==> config.mk <==
export PLATFORM = sky130hd
export DESIGN_NAME = fire_heat_field_update
export DESIGN_NICKNAME = d
export VERILOG_FILES = /design/src/rtl/fhu_pkg.sv /design/src/rtl/fhu_ram.sv /design/src/rtl/fire_heat_field_update.sv
export SDC_FILE = /design/constraint.sdc
export NUM_CORES = 2
export LEC_CHECK = 0
export BUFFER_PORTS_ARGS = -buffer_cell sky130_fd_sc_hd__clkbuf_2
export CAP_MARGIN = 20
export CORE_ASPECT_RATIO = 0.5
export CORE_UTILIZATION = 45
export DETAILED_ROUTE_END_ITERATION = 8
export SYNTH_ARGS = -nofsm -noshare
export SYNTH_HDL_FRONTEND = slang
export SYNTH_SLANG_ARGS = --single-unit
==> constraint.sdc <==
create_clock -name clk -period 36.3 [get_ports clk]
set_input_delay 0 -clock clk [delete_from_list [all_inputs] [get_ports clk]]
set_output_delay 0 -clock clk [all_outputs]
set_load 0.05 [all_outputs]
==> src/rtl/fhu_pkg.sv <==
// ----------------------------------------------------------------------------
// fhu_pkg: shared types and constants for the fire heat field update block
// Field geometry, transaction payload structs and fixed arithmetic constants.
// ----------------------------------------------------------------------------
`timescale 1ns / 1ps
`default_nettype none

package fhu_pkg;

    localparam int COLUMNS = 32;
    localparam int ROWS    = 8;
    localparam int COL_W   = (COLUMNS > 1) ? $clog2(COLUMNS) : 1;
    localparam int ROW_W   = 3;
    localparam int HEAT_W  = 8;
    localparam int COL_BITS = ROWS * HEAT_W;

    localparam logic [HEAT_W-1:0] SPARK_THRESHOLD_RESET = 8'd120;
    localparam logic [HEAT_W-1:0] HEAT_MAX              = 8'd255;
    localparam logic [HEAT_W-1:0] COLOR_SCALE           = 8'd240;

    // floor(x/3) == (x*683) >> 11 for every x below 2048
    localparam logic [10:0] DIV3_MUL   = 11'd683;
    localparam int          DIV3_SHIFT = 11;

    typedef logic [ROWS-1:0][HEAT_W-1:0] heat_col_t;
    typedef logic [COL_W-1:0]            col_idx_t;
    typedef logic [ROW_W-1:0]            row_idx_t;

    typedef struct packed {
        logic       update;
        logic [4:0] column;
        logic [7:0] cool_0;
        logic [7:0] cool_1;
        logic [7:0] cool_2;
        logic [7:0] cool_3;
        logic [7:0] cool_4;
        logic [7:0] cool_5;
        logic [7:0] cool_6;
        logic [7:0] cool_7;
        logic [7:0] spark_roll;
        logic [7:0] spark_heat;
    } fhu_in_t;

    typedef struct packed {
        logic [2:0] row;
        logic [7:0] color_index;
        logic       last;
    } fhu_out_t;

    function automatic col_idx_t col_index(input logic [4:0] column);
        return COL_W'(column % COLUMNS);
    endfunction

endpackage

`default_nettype wire

==> src/rtl/fhu_ram.sv <==
// ----------------------------------------------------------------------------
// fhu_ram: generic single write port ram with registered read
// One write and one read per cycle; read data holds until the next read.
// ----------------------------------------------------------------------------
`timescale 1ns / 1ps
`default_nettype none

module fhu_ram #(
    parameter int WIDTH = 8,
    parameter int DEPTH = 32
) (
    input  logic                           clk,
    input  logic                           wr_en,
    input  logic [$clog2(DEPTH)-1:0]       wr_addr,
    input  logic [WIDTH-1:0]               wr_data,
    input  logic                           rd_en,
    input  logic [$clog2(DEPTH)-1:0]       rd_addr,
    output logic [WIDTH-1:0]               rd_data
);

    logic [WIDTH-1:0] mem_reg [DEPTH];
    logic [WIDTH-1:0] rd_data_reg;

    always_ff @(posedge clk)
    begin
        if (wr_en)
        begin
            mem_reg[wr_addr] <= wr_data;
        end
        if (rd_en)
        begin
            rd_data_reg <= mem_reg[rd_addr];
        end
    end

    assign rd_data = rd_data_reg;

endmodule

`default_nettype wire

==> src/rtl/fire_heat_field_update.sv <==
// ----------------------------------------------------------------------------
// fire_heat_field_update: per-column fire heat cooling, rise, spark and render
// Flow: an accepted transaction is held in stage 1 until it loads the result
// buffer; the 8 rows follow top first, one per cycle while out_ready holds.
// Stage 1 takes a new column while rows stream; it waits for the last row.
// Reset: all heat cells read as zero (per-column valid bits), spark threshold
// is 120, pipeline and result buffer empty.
// ----------------------------------------------------------------------------
`timescale 1ns / 1ps
`default_nettype none

module fire_heat_field_update
    import fhu_pkg::*;
(
    input  logic       clk,
    input  logic       rst_n,
    input  logic       in_valid,
    output logic       in_ready,
    input  fhu_in_t    in_data,
    output logic       out_valid,
    input  logic       out_ready,
    output fhu_out_t   out_data,
    input  logic       cfg_wr_en,
    input  logic [7:0] cfg_wr_data
);

    logic [HEAT_W-1:0] threshold_reg;

    // stage 1: item waiting on / holding the column read
    logic               s1_valid_reg;
    fhu_in_t            s1_item_reg;
    col_idx_t           s1_col_reg;
    logic               s1_src_valid_reg;
    logic               bypass_reg;
    heat_col_t          bypass_data_reg;

    // result buffer
    logic               out_valid_reg;
    row_idx_t           row_cnt_reg;
    heat_col_t          color_buf_reg;

    logic [COLUMNS-1:0] col_valid_reg;

    logic               in_accept;
    logic               out_last;
    logic               load_out;
    col_idx_t           in_col;
    logic               ram_wr_en;
    logic [COL_BITS-1:0] ram_rd_data;

    heat_col_t          src_heat;
    heat_col_t          cool_vec;
    heat_col_t          cooled;
    heat_col_t          risen;
    heat_col_t          new_heat;
    heat_col_t          color_next;
    logic [9:0]         rise_sum  [ROWS];
    logic [20:0]        rise_prod [ROWS];
    logic [15:0]        color_prod [ROWS];
    logic [HEAT_W:0]    spark_sum;
    logic               spark_hit;

    assign in_col    = col_index(in_data.column);
    assign out_last  = (row_cnt_reg == row_idx_t'(ROWS - 1));
    assign load_out  = s1_valid_reg && (!out_valid_reg || (out_ready && out_last));
    assign in_ready  = !s1_valid_reg || load_out;
    assign in_accept = in_valid && in_ready;
    assign ram_wr_en = load_out && s1_item_reg.update;

    fhu_ram #(
        .WIDTH (COL_BITS),
        .DEPTH (COLUMNS)
    ) u_heat_ram (
        .clk     (clk),
        .wr_en   (ram_wr_en),
        .wr_addr (s1_col_reg),
        .wr_data (new_heat),
        .rd_en   (in_accept),
        .rd_addr (in_col),
        .rd_data (ram_rd_data)
    );

    // a write on the same edge as the read of the same column is forwarded
    always_comb
    begin
        if (bypass_reg)
        begin
            src_heat = bypass_data_reg;
        end
        else if (s1_src_valid_reg)
        begin
            src_heat = ram_rd_data;
        end
        else
        begin
            src_heat = '0;
        end
    end

    always_comb
    begin
        cool_vec[0] = s1_item_reg.cool_0;
        cool_vec[1] = s1_item_reg.cool_1;
        cool_vec[2] = s1_item_reg.cool_2;
        cool_vec[3] = s1_item_reg.cool_3;
        cool_vec[4] = s1_item_reg.cool_4;
        cool_vec[5] = s1_item_reg.cool_5;
        cool_vec[6] = s1_item_reg.cool_6;
        cool_vec[7] = s1_item_reg.cool_7;
    end

    always_comb
    begin
        for (int j = 0; j < ROWS; j++)
        begin
            cooled[j] = (src_heat[j] > cool_vec[j]) ? (src_heat[j] - cool_vec[j]) : '0;
        end

        // row above the bottom sees the bottom twice, so it keeps that value
        for (int j = 0; j < ROWS; j++)
        begin
            if (j < ROWS - 1)
            begin
                rise_sum[j] = {1'b0, cooled[j + 1], 1'b0}
                            + {2'b00, cooled[(j + 2 < ROWS) ? j + 2 : ROWS - 1]};
            end
            else
            begin
                rise_sum[j] = '0;
            end
            rise_prod[j] = 21'(rise_sum[j]) * 21'(DIV3_MUL);
            risen[j]     = rise_prod[j][DIV3_SHIFT +: HEAT_W];
        end

        spark_hit = s1_item_reg.spark_roll < threshold_reg;
        spark_sum = {1'b0, cooled[ROWS - 1]} + {1'b0, s1_item_reg.spark_heat};

        if (s1_item_reg.update)
        begin
            new_heat = risen;
            if (!spark_hit)
            begin
                new_heat[ROWS - 1] = cooled[ROWS - 1];
            end
            else if (spark_sum[HEAT_W])
            begin
                new_heat[ROWS - 1] = HEAT_MAX;
            end
            else
            begin
                new_heat[ROWS - 1] = spark_sum[HEAT_W-1:0];
            end
        end
        else
        begin
            new_heat = src_heat;
        end

        for (int j = 0; j < ROWS; j++)
        begin
            color_prod[j] = 16'(new_heat[j]) * 16'(COLOR_SCALE);
            color_next[j] = color_prod[j][15:8];
        end
    end

    always_ff @(posedge clk or negedge rst_n)
    begin
        if (!rst_n)
        begin
            threshold_reg <= SPARK_THRESHOLD_RESET;
            s1_valid_reg  <= 1'b0;
            bypass_reg    <= 1'b0;
            out_valid_reg <= 1'b0;
            row_cnt_reg   <= '0;
            col_valid_reg <= '0;
        end
        else
        begin
            if (cfg_wr_en)
            begin
                threshold_reg <= cfg_wr_data;
            end

            if (in_accept)
            begin
                s1_valid_reg <= 1'b1;
                bypass_reg   <= ram_wr_en && (s1_col_reg == in_col);
            end
            else if (load_out)
            begin
                s1_valid_reg <= 1'b0;
            end

            if (ram_wr_en)
            begin
                col_valid_reg[s1_col_reg] <= 1'b1;
            end

            if (load_out)
            begin
                out_valid_reg <= 1'b1;
                row_cnt_reg   <= '0;
            end
            else if (out_valid_reg && out_ready)
            begin
                if (out_last)
                begin
                    out_valid_reg <= 1'b0;
                end
                row_cnt_reg <= row_cnt_reg + 1'b1;
            end
        end
    end

    always_ff @(posedge clk)
    begin
        if (in_accept)
        begin
            s1_item_reg      <= in_data;
            s1_col_reg       <= in_col;
            s1_src_valid_reg <= col_valid_reg[in_col];
            bypass_data_reg  <= new_heat;
        end
        if (load_out)
        begin
            color_buf_reg <= color_next;
        end
    end

    assign out_valid            = out_valid_reg;
    assign out_data.row         = 3'(row_cnt_reg);
    assign out_data.color_index = color_buf_reg[row_cnt_reg];
    assign out_data.last        = out_last;

    a_wr_only_on_load: assert property (@(posedge clk) disable iff (!rst_n)
        ram_wr_en |-> (s1_valid_reg && load_out))
        else $error("heat write without a stage 1 item moving out");

    a_bypass_after_write: assert property (@(posedge clk) disable iff (!rst_n)
        $rose(bypass_reg) |-> $past(ram_wr_en))
        else $error("forwarding flagged without a preceding write");

    a_load_restarts_rows: assert property (@(posedge clk) disable iff (!rst_n)
        load_out |=> (out_valid_reg && (row_cnt_reg == '0)))
        else $error("result buffer did not restart at the top row");

    a_color_range: assert property (@(posedge clk) disable iff (!rst_n)
        out_valid |-> (out_data.color_index <= 8'd239))
        else $error("color index out of range");

endmodule

`default_nettype wire
==> impl_metrics.toml <==
[clock_network]
cts_buffers = 211
cts_resized = 0
cts_buffer_depth = 4
clockRootBuffer = "clkbuf_16"
cts_tree = "done"
cts.clk_slew.worst_paths_ps = 70
insertion_delay_ps = 900
cts_sinks = 2365
cts_max_level = 4

[route]
viasPerCell = 5.92
ant_nets = 0
routed_wl_um = 295000
dr.pass1.iters = 5
wire_per_inst_um = 29.4
vias = 59400
first_iter_violations = 6739
remaining_drc_errors = 0

[final_layout]
fillers = 19400
layout.cells.non_filler = 10000
area_growth_pct = 12.6
final_util_pct = 51.2
nets = 7556
ff_latch_area_mm2 = 0.0708
multi_input_area_mm2 = 0.0381
drive_gt1_share_pct = 20.7
largest_reg_flops = 2048
design_area_mm2 = 0.125

[worst_setup_path]
crit_buf_inv = 9
crit_type = "flop to flop"
arrival_ps = 15230
crit_top_cell = "inv_1"
cpMaxStageDelayCell = "nor2b_4"
end_kind = "flop"
cp.required_ps = 36810
cp_top_family = "adder cells"
worst-path-max-fanout = 43
start_kind = "flop"
cp_slowest_stage_delay_ps = 660

[logic_synthesis]
syn-cell-area_mm2 = 0.111
synth_ff_type = "edfxtp_1"
synth_commonest_cells = "edfxtp_1 (2,319), mux4_2 (666), ha_1 (639)"
yosysUniqueCellTypes = 81
ys_warn_count = 0
syn_nets = 7109
avgSynthCellArea_um2 = 18.0
synth-async-reset-ratio_pct = 1.95
yosys.area.top_type = "edfxtp_1"
yosysMostFrequentCell = "edfxtp_1"
syn_inst = 6177
synth_top_area_share_pct = 62.6
synth_edf_count = 2319
synth.area.top_cells = "edfxtp_1 (63%), mux4_2 (13%), ha_1 (7.2%)"
yosysSeqAreaShare_pct = 63.7
synth.ff_latch_count = 2365

[timing]
hold_violations = 0
slew_viol_final = 0
finalCriticalPeriod_ps = 14720
slew_headroom_pct = 21.5
skew_ps = 121
worst_slew_pin_slew_ps = 1180
rsz0062_at_grt = "no"
finalSetupViolations = 0
period_share_pct = 40.6
fin_tns_setup_ps = 0
max_freq_mhz = 67.9

[floorplanning]
start_util_pct = 45.5
rows = 128
die_w_um = 705
dieArea_mm2 = 0.249
coreArea_mm2 = 0.245
io_pins = 113
fp.dieH_um = 353

[global_routing]
antenna_found_initial = 16
track_usage_pct = 23.5
overflow = 0
grt_pass1_wl_um = 422000
first_global_vias = 60300
grt_max_degree = 144

[placed_design]
placedCellCount = 9453
dpl.hpwl_um = 177000
portBuffers = 104
place_congestion = 0.863
place_area_mm2 = 0.116

[pwr]
p_comb_share_pct = 46.3
report.power.total_mw = 11.2
sequentialPowerShare_pct = 34.6
p_per_area_mw_per_mm2 = 89.8
p_leak_nw = 45.6
switching_share_pct = 38.1
ir_drop_mv = 0.141
p_int_mw = 6.96
p_clk_share_pct = 19.1
p_switching_mw = 4.28

[min_path]
min_path_type = "primary input to flop"

[job]
cap_violations = 0

[outcome]
status = "finished, final reports clean"
worst paths after layout:
check	start	endpoint	slack, ps	depth (start not counted)
worst max-delay path	bypass_reg	color_buf_reg[5]	21580	50
worst min-delay path	cfg_wr_en	threshold_reg[3]	110	3
worst max register to register	bypass_reg	color_buf_reg[5]	21580	50
worst min register to register	col_valid_reg[9]	col_valid_reg[9]	470	1
max in group asynchronous	rst_n	col_valid_reg[0]	35420	4
min in group asynchronous	rst_n	col_valid_reg[14]	340	4
cell families after synthesis:
family	synth area share, %
adders and majority gates	10.8
AOI/OAI and AO/OA	3.77
xor gates and xnor gates	2.14
and+or+nand+nor	2.66
muxes	14.6
DFF	63.7
buffers and inverters	2.34
cell usage in the layout (no fill, tap or decap), types with 48 or more instances in the layout:
cell type / n
edfxtp_1: 2319
nor2_1: 194
a21oi_1: 133
mux4_2: 666
xor2_1: 74
xnor2_1: 190
mux2_2: 81
o21ai_0: 91
ha_1: 639
buf_4: 118
clkbuf_16: 215
dlygate4sd3_1: 183
clkbuf_2: 99
nand2_1: 94
inv_1: 486
nor3_1: 91
clkbuf_1: 48
fa_1: 194
a21o_1: 87
o21a_1: 72
what timing repair did:
item	in CTS	in global routing
hold endpoints to repair	148	0
hold buffers	183	0
buffers inserted	0	0
through the flow:
step	hold WS, ps	setup slack (ps)
after floorplan	-296	24290
after global placement	134	21870
after detailed placement	156	21680
after CTS	24.7	21540
after global routing	115	20820
final	106	21580
routing by layer:
layer | wire length (µm) | part of all wire [%] | vias to the layer above | GRT usage (%)
li1 | - | - | 25200 | -
met4 | 5090 | 1.7 | 2 | 4.18
met1 | 130000 | 44 | 31400 | 35.6
met5 | 256 | 0.087 | - | 0
met2 | 130000 | 44 | 2438 | 35.2
met3 | 29100 | 9.9 | 307 | 5.50
final cells by class:
type,count,share of cell area (%)
Sequential cell,2365,56.5
Clock buffer,267,4.49
Multi-Input combinational cell,3120,30.4
Tap cell,3250,3.25
Antenna cell,7,0.0140
Inverter,489,1.47
Timing Repair Buffer,437,3.20
Clock inverter,102,0.622
power groups by stage:
stage / registers, mW / clock network [mW] / logic [mW]
3_3_place_gp: 3.96 / 0 / 4.88
2_1_floorplan: 3.94 / 0 / 3.45
6_report: 3.89 / 2.14 / 5.21
5_1_grt: 3.89 / 2.28 / 5.84
4_1_cts: 3.90 / 2.18 / 5.09
3_5_place_dp: 3.96 / 0 / 5.01
worst reg2reg max path, delay by kind of cell, from the launching register on:
kind	cells	cell delay, ps
compound gates	18	3830
xor+xnor	4	1390
fa+ha+maj	12	4640
buf+inv	9	1490
flops	1	620
simple gates	7	2370
Power figures use the tool's default switching activity.
